==> src/rtl/rpr_pkg.sv <==
package rpr_pkg;

   localparam int MAX_PHASES_DEF = 64;
   localparam int MAX_TAPS_DEF   = 28;
   localparam int CHANNELS_DEF   = 2;

   localparam int SHORT_TAPS = 24;
   localparam int RESULT_CAP = 64;
   localparam int FRAC_BITS  = 15;
   localparam int OUT_MAX    = 32767;
   localparam int OUT_MIN    = -32768;

   localparam int SMP_W      = 16;
   localparam int FACTOR_W   = 7;
   localparam int PHASE_W    = 8;
   localparam int TAP_W      = 5;
   localparam int IDX_W      = 13;
   localparam int CIDX_W     = 11;
   localparam int CNT_W      = 7;
   localparam int PROD_W     = 32;
   localparam int ACC_W      = 37;
   localparam int CH_SEL_W   = 3;
   localparam int REQ_DATA_W = 48;
   localparam int RSP_DATA_W = 24;
   localparam int CSR_IDX_W  = 2;
   localparam int CSR_DATA_W = 7;

   localparam logic [CSR_IDX_W-1:0] CSR_UP_FACTOR   = 2'd0;
   localparam logic [CSR_IDX_W-1:0] CSR_DOWN_FACTOR = 2'd1;
   localparam logic [CSR_IDX_W-1:0] CSR_LONG_FILTER = 2'd2;

   localparam logic FUNC_COEF   = 1'b0;
   localparam logic FUNC_SAMPLE = 1'b1;

   typedef enum logic [1:0] {
      ST_IDLE,
      ST_CHECK,
      ST_RUN,
      ST_OUT
   } rpr_state_type;

   typedef struct packed {
      logic                shift;
      logic                rotate;
      logic                long_sel;
      logic [CH_SEL_W-1:0] ch;
   } chain_ctl_type;

   typedef struct packed {
      logic issue;
      logic clear;
   } mac_ctl_type;

endpackage

==> src/rtl/rpr_tap_cell.sv <==
module rpr_tap_cell
   import rpr_pkg::*;
#(
   parameter int CHANNELS = CHANNELS_DEF
) (
   input  logic                    clock,
   input  logic                    reset,
   input  logic                    enable,
   input  logic [CH_SEL_W-1:0]     ch_sel,
   input  logic signed [SMP_W-1:0] din,
   output logic signed [SMP_W-1:0] dout
);

   localparam int CH_W = (CHANNELS > 1) ? $clog2(CHANNELS) : 1;

   logic signed [SMP_W-1:0] word_ff [CHANNELS];
   logic [CH_W-1:0]         ch_idx;

   assign ch_idx = ch_sel[CH_W-1:0];
   assign dout   = word_ff[ch_idx];

   always_ff @(posedge clock) begin
      if (reset) begin
         for (int i = 0; i < CHANNELS; i++) begin
            word_ff[i] <= '0;
         end
      end else if (enable) begin
         word_ff[ch_idx] <= din;
      end
   end

endmodule

==> src/rtl/rpr_delay_chain.sv <==
module rpr_delay_chain
   import rpr_pkg::*;
#(
   parameter int MAX_TAPS = MAX_TAPS_DEF,
   parameter int CHANNELS = CHANNELS_DEF
) (
   input  logic                    clock,
   input  logic                    reset,
   input  chain_ctl_type           ctl,
   input  logic signed [SMP_W-1:0] sample,
   output logic signed [SMP_W-1:0] tail
);

   logic signed [SMP_W-1:0] din  [MAX_TAPS];
   logic signed [SMP_W-1:0] dout [MAX_TAPS];
   logic [MAX_TAPS-1:0]     en;

   // tail is the oldest active tap; rotating feeds it back to the head
   assign tail = ctl.long_sel ? dout[MAX_TAPS-1] : dout[SHORT_TAPS-1];

   for (genvar i = 0; i < MAX_TAPS; i++) begin : g_cell
      if (i == 0) begin : g_head
         assign din[i] = ctl.shift ? sample : tail;
      end else begin : g_body
         assign din[i] = dout[i-1];
      end
      assign en[i] = (ctl.shift || ctl.rotate) && (ctl.long_sel || (i < SHORT_TAPS));

      rpr_tap_cell #(
         .CHANNELS (CHANNELS)
      ) u_cell (
         .clock  (clock),
         .reset  (reset),
         .enable (en[i]),
         .ch_sel (ctl.ch),
         .din    (din[i]),
         .dout   (dout[i])
      );
   end

endmodule

==> config.mk <==
export PLATFORM = sky130hd
export DESIGN_NAME = rpr_delay_chain
export DESIGN_NICKNAME = d
export VERILOG_FILES = /design/src/rtl/rpr_pkg.sv /design/src/rtl/rpr_tap_cell.sv /design/src/rtl/rpr_delay_chain.sv
export SDC_FILE = /design/constraint.sdc
export NUM_CORES = 1
export LEC_CHECK = 0
export ABC_AREA = 1
export BUFFER_PORTS_ARGS = -buffer_cell sky130_fd_sc_hd__buf_2
export CELL_PAD_IN_SITES_DETAIL_PLACEMENT = 0
export CELL_PAD_IN_SITES_GLOBAL_PLACEMENT = 2
export CORE_MARGIN = 2
export CORE_UTILIZATION = 44
export CTS_CLUSTER_SIZE = 30
export DETAILED_ROUTE_END_ITERATION = 8
export PLACE_DENSITY_LB_ADDON = 0.1
export SYNTH_ARGS = -nofsm -noshare
export SYNTH_HDL_FRONTEND = slang
export SYNTH_SLANG_ARGS = --single-unit
==> constraint.sdc <==
create_clock -name clock -period 12.61 [get_ports clock]
set_clock_uncertainty 0.15 [all_clocks]
set_input_delay 1.261 -clock clock [delete_from_list [all_inputs] [get_ports clock]]
set_output_delay 1.261 -clock clock [all_outputs]
set_load 0.01 [all_outputs]
### Yosys cells after proc, flatten, opt, wreduce, memory -nomap -nowiden

Memory sizes are Yosys's and may differ from the RTL's.
Index checks and enable logic that the tools add are counted.
Widths: inputs -> output; s select.

| storage, ports and cells | value |
|---|---|
| bits in registers | 0 |
| memory bits (writable) | 896 |
| input bits | 24 |
| output and inout bits | 16 |
| logic and storage cells | 152 |
| memories kept | 28 |

| cells by class | value |
|---|---|
| muxes and demuxes | 94 |
| reduce and logical (&&, ||, !) cells | 30 |

Memories:

| name | depth | width | rd ports | clocked after Yosys merged registers in | write ports | line | text |
|---|---|---|---|---|---|---|---|
| g_cell[0].u_cell.word_ff | 2 | 16 | 1 | 0 | 2 | rpr_tap_cell.sv:16 | `logic signed [SMP_W-1:0] word_ff [CHANNELS];` |
| g_cell[10].u_cell.word_ff | 2 | 16 | 1 | 0 | 2 | rpr_tap_cell.sv:16 |  |
| g_cell[11].u_cell.word_ff | 2 | 16 | 1 | 0 | 2 | rpr_tap_cell.sv:16 |  |
| g_cell[12].u_cell.word_ff | 2 | 16 | 1 | 0 | 2 | rpr_tap_cell.sv:16 |  |
| g_cell[13].u_cell.word_ff | 2 | 16 | 1 | 0 | 2 | rpr_tap_cell.sv:16 |  |
| g_cell[14].u_cell.word_ff | 2 | 16 | 1 | 0 | 2 | rpr_tap_cell.sv:16 |  |
| +22 memories | - | - | - | - | - | - |  |

Operators with widths:

| kind | count |
|---|---|
| $mux 16 | 30 |
| $reduce_or 16->1 | 28 |
| $mux 1 | 64 |
| $logic_and 1x1->1 | 1 |
| $logic_or 1x1->1 | 1 |

### Depth between registers and ports, before layout

Gate-level depths: netlist of run 1.

| depth | value |
|---|---|
| depth in word-level cells | 7 |
| mapped depth | 7 |

### Cells and area by module

A second synthesis of run 1 with hierarchy kept.

| second synthesis, totals | value |
|---|---|
| cells, all modules | 4,031 |
| area, all modules | 41,091.9 µm² |

By module, submodules not included:

| module | times used | cells each | area each (µm²) |
|---|---|---|---|
| rpr_tap_cell | 28 | 139 | 1,445.1 |
| rpr_delay_chain | 1 | 139 | 628.1 |

### Worst setup path before layout of run 1

No wires, ideal clock.

| timing | value |
|---|---|
| kind | input -> register |
| start | input port ctl[5] in the netlist's numbering |
| end | memory g_cell[0].u_cell.word_ff[0][0] (enable) |
| arrival time | 8.204 ns |
| data required time | 9.647 ns |
| path slack | 1.443 ns |
| stages on the path | 7 |
| cells stage by stage | buf_4 nor2_4 nor2_8 nand2_2 buf_4 buf_4 nand2_1 |

RTL lines:

| item | line | text |
|---|---|---|
| start: declaration | rpr_delay_chain.sv:9 | `input chain_ctl_type ctl,` |
| end: declaration | rpr_tap_cell.sv:16 |  |

==> run_results.csv, run 1 <==
group,metric,value,unit
worst_setup_path,worstRegToRegCells,4,
cells_and_area,reg_top3,"g_cell.u_cell.word_ff (896)",
yosys,synth_edf_count,896,
pwr,clkPwrFrac,40.4,%
grt,grt_max_degree,251,
yosys,yosysTopAreaCellShare,76.6,%
clock_network,h-tree-depth,3,
pwr,p_sw,0.00139,W
detailed_routing,post_drt_wl_per_cell,14.6,microns
clock_network,cts_tree,"done",
min_path,min_to,"g_cell[13].u_cell.word_ff[1][6]$_SDFFCE_PN0P_",
pwr,leakagePower,15.6,nW
placement,place_area,36100,sq um
yosys,post_synth_main_area_contributors,"edfxtp_1 77%, nor2_1 9.2%, inv_1 7.8%",
cells_and_area,final_core_util,49.3,%
die,rows,103,
yosys,yosysUniqueCellTypes,19,
cells_and_area,largest_register_ffs,896,
run,drv_cap,0,
worst_setup_path,rr_endpoint,"g_cell[0].u_cell.word_ff[1][10]$_SDFFCE_PN0P_",
cells_and_area,syn_to_final_growth,10.9,%
die,initial_core_util,44.5,%
worst_setup_path,cp-start-kind,"primary input",
worst_setup_path,cp.arrival,5.56,ns
placement,gp_congestion,0.724,
die,die_area,82200,sq um
yosys,yosys_warnings,0,
grt,overflow,0,
pwr,combPwrFrac,4.6,%
cells_and_area,drive_gt1_share,6.34,%
detailed_routing,detail_route.iter0.violations,1446,
clock_network,cts.clk_slew.worst_paths,0.06,ns
detailed_routing,top_layer,"met4",
clock_network,post-cts-setup-buffers,0,
outcome,status,"finished clean",
yosys,seq_area_frac_synth,76.6,%
die,die_h,287,microns
sta,hold_slack,0.388,ns
placement,hpwl,30100,microns
die,top_level_ports,40,
yosys,synth_common_cells,"896 x edfxtp_1, 863 x nor2_1, 732 x inv_1",
cells_and_area,layout.cells.non_filler,4017,
detailed_routing,dr_wl_met3,2000,microns
cells_and_area,largest-register,"g_cell.u_cell.word_ff",
yosys,synth_area_per_cell,12.3,sq um
pwr,seq_power_share,55.0,%
clock_network,clk_latency,0.64,ns
pwr,powerDensity,165,nW/um^2
cells_and_area,diodes,0,
sta,period_share,43.3,%
clock_network,cts.sinks,896,
worst_setup_path,r2r_slack,10.99,ns
sta,relSlewSlack,25.1,%
detailed_routing,m1WireLength,27900,microns
worst_setup_path,rr_startpoint,"g_cell[23].u_cell.word_ff[0][10]$_SDFFCE_PN0P_",
clock_network,numCtsBuffers,94,
cells_and_area,postLayoutCellArea,39000,sq um
detailed_routing,wl,58700,microns
clock_network,cts-root-buf,"clkbuf_16",
sta,setup_viol,0,
clock_network,cts-resized-gates,0,
sta,final-max-slew-violation-count,0,
sta,rsz0062_at_grt,"no",
yosys,netlist_area,35100,sq um
yosys,yosysMostFrequentCell,"edfxtp_1",
pwr,irDropWorstVdd,124,uV
yosys,async_flop_share,0,%
min_path,min_path_cells,2,
grt,gr-usage-all-layers,14.7,%
pwr,sw_frac_of_total,21.7,%
clock_network,ctsHoldBuffers,0,
grt,grt_pass1_vias,18600,
yosys,ys.flop_type,"edfxtp_1",
cells_and_area,area.sequential,26900,sq um
worst_setup_path,critPathRequiredTime,12.71,ns
min_path,hold_class,"reg -> reg",
detailed_routing,drtPass1Iterations,5,
sta,worst_pin_slew,1.12,ns
yosys,synth_cells,2863,
cells_and_area,nets,2918,
clock_network,cts_max_path_buffers,3,
grt,antenna_found_initial,0,
detailed_routing,wl_met2,27600,microns
cells_and_area,num-fill-cells,7140,
worst_setup_path,worst-setup-path-type,"in -> reg",
cells_and_area,multi_input_area,4800,sq um
sta,tns,0,ns
min_path,hold_start,"g_cell[12].u_cell.word_ff[1][6]$_SDFFCE_PN0P_",
sta,hold_violations,0,
die,core,79000,sq um
detailed_routing,drc,0,
sta,fin_crit,5.45,ns
worst_setup_path,crit_fanout,121,
pwr,p_int,0.00504,W
worst_setup_path,cp-end-kind,"flip-flop",
die,die_w,287,microns
yosys,yosysTopAreaCell,"edfxtp_1",
yosys,syn_nets,2887,
placement,portBuffers,37,
detailed_routing,vias,18000,
sta,clock.fmax,0.183,GHz
yosys,ys_seq_elements,896,
placement,dpl.cell_count,3848,
grt,grt_pass1_wl,97300,microns
detailed_routing,avgViaCountPerCell,4.49,
detailed_routing,ant_nets,0,
## stage by stage
stage                     setup WS [ns]  power (W)
after detailed placement           6.39    0.00391
after CTS                          7.08    0.00653
after floorplan                    1.44    0.00387
after global placement             6.45    0.00390
final                              7.16    0.00644
after global routing               6.79    0.00671
## metal layers
metal / track usage, % / vias up
met5: 0 / -
met4: 4.46 / 0
met3: 2.62 / 84
met2: 24.0 / 175
met1: 20.2 / 8830
li1: - / 8958
## cell type report
type,count,area share (%)
Sequential cell,896,69.1
Inverter,733,7.06
Clock inverter,52,0.941
Timing Repair Buffer,52,0.835
Multi-Input combinational cell,1117,12.3
Clock buffer,117,6.42
Tap cell,1050,3.37
## critical path, stage by stage
cell and delay [ns]:
buf_4 0.27, inv_2 0.74, nand2_8 0.61, nand2_4 0.88, buf_4 0.89, buf_4 0.72
## cell usage in the layout, fill, tap and decap left out, drive strengths merged
master / instances
clkbuf: 117
clkinvlp: 1
bufinv: 4
clkinv: 44
mux2i: 51
nand3: 50
nor2: 865
nand2: 86
edfxtp: 896
and3: 1
a21oi: 32
buf: 52
and2: 32
inv: 736
## cells by family after synthesis
family / synth area share, %
and+or+nand+nor: 11.6
DFF: 76.6
buffers and inverters: 9.98
muxes: 1.45
AOI/OAI and AO/OA: 0.456
## worst max path at each step
stage           start                                       endpoint  slack [ns]
3_5_place_dp   ctl[0]  g_cell[13].u_cell.word_ff[0][2]$_SDFFCE_PN0P_        6.39
5_1_grt        ctl[0]  g_cell[10].u_cell.word_ff[0][1]$_SDFFCE_PN0P_        6.79
6_report       ctl[0]  g_cell[13].u_cell.word_ff[0][0]$_SDFFCE_PN0P_        7.16
4_1_cts        ctl[0]  g_cell[17].u_cell.word_ff[0][1]$_SDFFCE_PN0P_        7.08
2_1_floorplan  ctl[5]   g_cell[0].u_cell.word_ff[0][0]$_SDFFCE_PN0P_        1.44
3_3_place_gp   ctl[0]  g_cell[14].u_cell.word_ff[0][2]$_SDFFCE_PN0P_        6.45
## power by group through the flow
stage / sequential [W] / clock [W] / combinational, W
floorplan: 0.00365 / 0 / 0.000222
global placement: 0.00360 / 0 / 0.000303
detailed placement: 0.00360 / 0 / 0.000305
CTS: 0.00354 / 0.00268 / 0.000307
global route: 0.00356 / 0.00281 / 0.000343
finish: 0.00354 / 0.00260 / 0.000296
(Power assumes the default switching activity.)
==> run 2, diff against run 1 <==
ABC_AREA = 0   (was 1)
clock period = 4.7 ns   (was 12.61 ns; I/O delays follow)
==> run 2 against run 1 <==
Cell count decreased by 19%. Highest routed layer unchanged. Sequential cell count unchanged. Via count decreased by 4.8%. Worst hold slack got worse by 0.35 ns. Synthesized cell count decreased by 27%. Critical path type is now in -> out. Total power increased to 2.8 times the previous value. Largest power group unchanged.
==> run_results.csv, run 2 <==
group,metric,value,unit
outcome,status,"finished clean",
sta,clock.fmax,0.330,GHz
cells_and_area,area.sequential,26900,sq um
placement,hpwl,29800,microns
cells_and_area,drive_gt1_share,25.6,%
yosys,ys.flop_type,"edfxtp_1",
cells_and_area,largest-register,"g_cell.u_cell.word_ff",
grt,overflow,0,
clock_network,cts-resized-gates,0,
grt,grt_pass1_vias,17000,
sta,fin_ws,1.67,ns
run,drv_cap,0,
sta,period_share,64.4,%
placement,dp_slack,1.29,ns
yosys,ys_seq_elements,896,
pwr,powerDensity,437,nW/um^2
placement,gp_congestion,0.740,
detailed_routing,detail_route.iter0.violations,1530,
worst_setup_path,crit_fanout,67,
detailed_routing,post_drt_wl_per_cell,19.1,microns
die,rows,106,
yosys,synth_common_cells,"896 x edfxtp_1, 426 x nor3b_1, 311 x nor3b_2",
worst_setup_path,worst-setup-path-type,"in -> out",
grt,gr-usage-all-layers,14.2,%
pwr,leakagePower,13.5,nW
cells_and_area,syn_to_final_growth,12.1,%
clock_network,h-tree-depth,3,
grt,grt_pass1_wl,99200,microns
die,core,83700,sq um
die,top_level_ports,40,
die,die_w,295,microns
sta,rsz0062_at_grt,"no",
yosys,netlist_area,37200,sq um
die,die_h,295,microns
cells_and_area,layout_common_cells,"896 x edfxtp_1, 426 x nor3b_1, 310 x nor3b_2",
sta,final-max-slew-violation-count,0,
detailed_routing,avgViaCountPerCell,5.28,
clock_network,cts_tree,"done",
grt,antenna_found_initial,2,
worst_setup_path,cp-end-kind,"output port",
cells_and_area,final_core_util,49.8,%
pwr,irDropWorstVdd,301,uV
grt,grt_max_degree,209,
clock_network,clk_latency,0.66,ns
worst_setup_path,cp.arrival,2.41,ns
min_path,hold_class,"in -> reg",
cells_and_area,final_common_cell,"edfxtp_1",
clock_network,cts.sinks,896,
yosys,seq_area_frac_synth,72.3,%
yosys,synth_edf_count,896,
cells_and_area,multi_input_area,9280,sq um
cells_and_area,nets,2065,
pwr,finalPower,0.0182,W
cells_and_area,num-fill-cells,6975,
sta,hold_violations,0,
detailed_routing,drc,0,
yosys,syn_nets,2101,
yosys,async_flop_share,0,%
yosys,synth_area_per_cell,17.9,sq um
sta,setup_viol,0,
yosys,yosysTopAreaCellShare,72.3,%
clock_network,cts.clk_slew.worst_paths,0.06,ns
detailed_routing,ant_nets,0,
detailed_routing,vias,17200,
sta,relSlewSlack,17.3,%
detailed_routing,wl,62100,microns
sta,worst_pin_slew,1.24,ns
placement,portBuffers,37,
sta,fin_crit,3.03,ns
clock_network,cts_max_path_buffers,3,
worst_setup_path,cp-start-kind,"primary input",
cells_and_area,largest_register_ffs,896,
yosys,yosysMostFrequentCell,"edfxtp_1",
cells_and_area,reg_top3,"g_cell.u_cell.word_ff (896)",
yosys,post_synth_main_area_contributors,"edfxtp_1 72%, nor3b_2 10%, nor3b_1 8.6%",
cells_and_area,diodes,0,
yosys,yosys_warnings,0,
clock_network,cts-root-buf,"clkbuf_16",
yosys,synth_cells,2077,
yosys,yosysTopAreaCell,"edfxtp_1",
die,initial_core_util,44.4,%
die,die_area,86900,sq um
yosys,yosysUniqueCellTypes,25,
detailed_routing,drtPass1Iterations,7,
worst_setup_path,critPathRequiredTime,4.08,ns
clock_network,numCtsBuffers,99,
[run 2: cell type report]
type	count	share of cell area [%]
sequential	896	64.5
multi-input combinational	957	22.3
clock buffer	121	6.14
tap	1134	3.40
timing repair buffer	84	1.88
clock inverter	61	1.77
inverter	3	0.0270
[run 2: cell families (layout without fill, tap and decap cells)]
group | count (synthesis) | in the layout | share of synthesized area (%)
mux | 48 | 48 | 1.29
simple gates | 872 | 872 | 22.4
buf+inv | 224 | 269 | 2.93
compound gates | 37 | 37 | 1.02
flops | 896 | 896 | 72.3
[run 2: critical path, stage by stage]
cell and delay, ns:
buf_4 0.50, buf_4 0.65, mux2i_1 0.50, buf_2 0.22
[run 2: per-stage QoR]
stage	hold slack [ns]	std cells	instance area [sq um]	setup TNS, ns
finish	0.0423	3256	41700	0
floorplan	0.387	2077	37300	-2031.04
CTS	0.00599	3256	41700	0
global route	0.00404	3256	41700	0
global placement	0.390	3067	38300	0
detailed placement	0.397	3067	38300	0
[run 2: worst paths after layout]
path / start / cells after the start / to / slack, ns
max: ctl[0] / 4 / tail[14] / 1.67
min: sample[9] / 2 / g_cell[0].u_cell.word_ff[0][9]$_SDFFCE_PN0P_ / 0.04
max reg2reg: g_cell[23].u_cell.word_ff[0][10]$_SDFFCE_PN0P_ / 2 / g_cell[0].u_cell.word_ff[0][10]$_SDFFCE_PN0P_ / 3.02
min reg2reg: g_cell[4].u_cell.word_ff[0][2]$_SDFFCE_PN0P_ / 1 / g_cell[5].u_cell.word_ff[0][2]$_SDFFCE_PN0P_ / 0.40
[run 2: layer usage]
layer,wire [microns],vias to the layer above,share of wire [%],track usage (%)
met5,0,-,0,0
met2,29000,169,47,21.7
met3,1640,107,2.6,2.54
met4,1920,0,3.1,4.99
li1,-,8076,-,-
met1,29500,8832,48,20.6
[run 2: report_power, final]
| group | switching [W] | total [W] | internal [W] |
|---|---|---|---|
| Combinational | 0.000638 | 0.000963 | 0.000325 |
| Sequential | 0.000115 | 0.00947 | 0.00936 |
| Clock | 0.00319 | 0.00780 | 0.00461 |
| Total | 0.00394 | 0.0182 | 0.0143 |
[run 2: repair_timing]
| item | CTS | global route |
|---|---|---|
| hold buffers | 7 | 0 |
| endpoints found under the hold margin | 7 | 0 |
| buffers inserted | 0 | 0 |
==> run 3, diff against run 2 <==
ABC_AREA = 1   (was 0)
CORE_UTILIZATION = 40   (was 44)
clock period = 2.5 ns   (was 4.7 ns; I/O delays follow)
==> run 3 against run 2 <==
Total power increased by 85%. First-iteration DRC count decreased by 21%. Die area increased by 3.9%. Count of clock-buffer cells in the layout decreased by 4. Sequential cell count unchanged. Critical path depth unchanged. Sequential share of layout area increased by 2.3 points. Non-clock buffer count increased by 34. Worst setup slack got worse by 1.3 ns. Cell count increased by 29%. Sequential power increased by 89%. Largest cell class unchanged.
==> run_results.csv, run 3 (synthesized netlist as in run 1, its figures left out) <==
group,metric,value,unit
detailed_routing,post_drt_wl_per_cell,14.5,microns
detailed_routing,drc,0,
grt,grt_max_degree,165,
die,die_w,300,microns
clock_network,ctsHoldBuffers,17,
worst_setup_path,crit_start,"g_cell[23].u_cell.word_ff[1][0]$_SDFFCE_PN0P_",
min_path,hold_class,"in -> reg",
detailed_routing,wl,61000,microns
outcome,status,"finished clean",
sta,period_share,83.6,%
detailed_routing,drtPass1Iterations,5,
run,drv_cap,0,
sta,hold_violations,0,
die,die_area,90200,sq um
worst_setup_path,critPathRequiredTime,2.10,ns
cells_and_area,nets,2987,
detailed_routing,ant_nets,0,
placement,gp_congestion,0.733,
placement,hpwl,34300,microns
detailed_routing,top_layer,"met4",
sta,fin_ws,0.410,ns
worst_setup_path,worst-setup-path-type,"reg -> out",
grt,gr-usage-all-layers,13.7,%
clock_network,cts.clk_slew.worst_paths,0.06,ns
sta,clock.fmax,0.479,GHz
grt,antenna_found_initial,0,
sta,setup_viol,0,
min_path,hold_start,"ctl[5]",
die,top_level_ports,40,
clock_network,clk_latency,0.65,ns
pwr,powerDensity,837,nW/um^2
cells_and_area,largest_register_ffs,896,
die,die_h,300,microns
clock_network,cts_tree,"done",
clock_network,cts-resized-gates,0,
placement,portBuffers,37,
placement,dp_slack,0.246,ns
worst_setup_path,cp-start-kind,"flip-flop",
cells_and_area,syn_to_final_growth,14.6,%
clock_network,h-tree-depth,3,
sta,final-max-slew-violation-count,0,
worst_setup_path,slowest_delay,0.44,ns
worst_setup_path,cp-end-kind,"output port",
sta,hold_slack,0.129,ns
detailed_routing,dr_wl_met3,2120,microns
worst_setup_path,crit_fanout,2,
grt,grt_pass1_vias,18700,
clock_network,cts-root-buf,"clkbuf_16",
clock_network,post-cts-setup-buffers,0,
die,core,86900,sq um
clock_network,cts_max_path_buffers,3,
sta,fin_crit,2.09,ns
pwr,irDropWorstVdd,523,uV
grt,overflow,0,
detailed_routing,wl_met2,29300,microns
detailed_routing,avgViaCountPerCell,4.37,
cells_and_area,drive_gt1_share,8.25,%
clock_network,cts.sinks,896,
cells_and_area,reg_top3,"g_cell.u_cell.word_ff (896)",
sta,worst_pin_slew,0.751,ns
pwr,leakagePower,16.1,nW
detailed_routing,vias,18300,
cells_and_area,largest-register,"g_cell.u_cell.word_ff",
worst_setup_path,cp.arrival,1.69,ns
clock_network,numCtsBuffers,97,
die,initial_core_util,40.4,%
detailed_routing,detail_route.iter0.violations,1203,
worst_setup_path,rr_startpoint,"g_cell[23].u_cell.word_ff[1][13]$_SDFFCE_PN0P_",
worst_setup_path,slowest_stage,"edfxtp_1",
cells_and_area,diodes,0,
cells_and_area,final_common_cell,"edfxtp_1",
sta,relSlewSlack,49.9,%
cells_and_area,layout_common_cells,"896 x edfxtp_1, 863 x nor2_1, 732 x inv_1",
grt,grt_pass1_wl,99100,microns
die,rows,108,
worst_setup_path,crit_chain,"nand2_1 > nand3_1 > and2_1 > buf_2",
sta,rsz0062_at_grt,"no",
detailed_routing,m1WireLength,28200,microns
-- run 3: changes by cell type in the layout (fill, tap and decap cells not counted), moves of 10 or more --
| cell | previous run | this run |
|---|---|---|
| nor2_1 | 0 | 863 |
| inv_1 | 3 | 732 |
| nor3b_1 | 426 | 0 |
| nor3b_2 | 310 | 0 |
| nand2_1 | 1 | 80 |
| nor4b_1 | 67 | 0 |
| nor4bb_1 | 61 | 0 |
| nand3_1 | 0 | 48 |
| a21oi_1 | 0 | 32 |
| and2_1 | 0 | 32 |
| o2bb2ai_1 | 21 | 0 |
| buf_4 | 24 | 38 |
| dlygate4sd3_1 | 7 | 17 |
-- run 3: stage by stage --
step	utilization (%)	instances	instance area, sq um	setup TNS [ns]	total power (W)
2_1_floorplan	-	2863	35200	-327.00	0.0192
3_5_place_dp	42.5	4002	36900	0	0.0199
6_report	46.3	4199	40300	0	0.0337
3_3_place_gp	42.5	4002	36900	0	0.0198
4_1_cts	46.3	4199	40300	0	0.0343
5_1_grt	46.3	4199	40300	0	0.0351
-- run 3: path summary, 6_finish.rpt --
kind         cells past startpoint                                              to  slack [ns]
max reg2reg                      5   g_cell[0].u_cell.word_ff[0][13]$_SDFFCE_PN0P_        0.97
min reg2reg                      2  g_cell[17].u_cell.word_ff[0][10]$_SDFFCE_PN0P_        0.36
min                              4   g_cell[0].u_cell.word_ff[1][13]$_SDFFCE_PN0P_        0.13
max                              4                                         tail[0]        0.41
-- run 3: critical path: cells and delay by family (launching register included) --
kind | cells | cell delay (ns)
buffers and inverters | 1 | 0.17
DFF | 1 | 0.44
and+or+nand+nor | 3 | 0.46
-- run 3: per-layer routing --
| metal | global-route usage, % | vias to the layer above |
|---|---|---|
| met5 | 0 | - |
| met4 | 4.42 | 0 |
| met3 | 2.32 | 103 |
| met2 | 22.5 | 208 |
| met1 | 18.6 | 8940 |
| li1 | - | 9094 |
-- run 3: report_power, final --
part | total (W) | switching [W] | internal, W
clock | 0.0142 | 0.00596 | 0.00823
combinational | 0.00165 | 0.00117 | 0.000482
sequential | 0.0179 | 0.000278 | 0.0176
-- run 3: area by class of cell --
cell class	instances	area (sq um)
Tap cell	1155	1450
Clock buffer	117	2500
Multi-Input combinational cell	1117	4800
Sequential cell	896	26900
Clock inverter	63	677
Timing Repair Buffer	118	1180
Inverter	733	2750
Fill cell	8008	46600
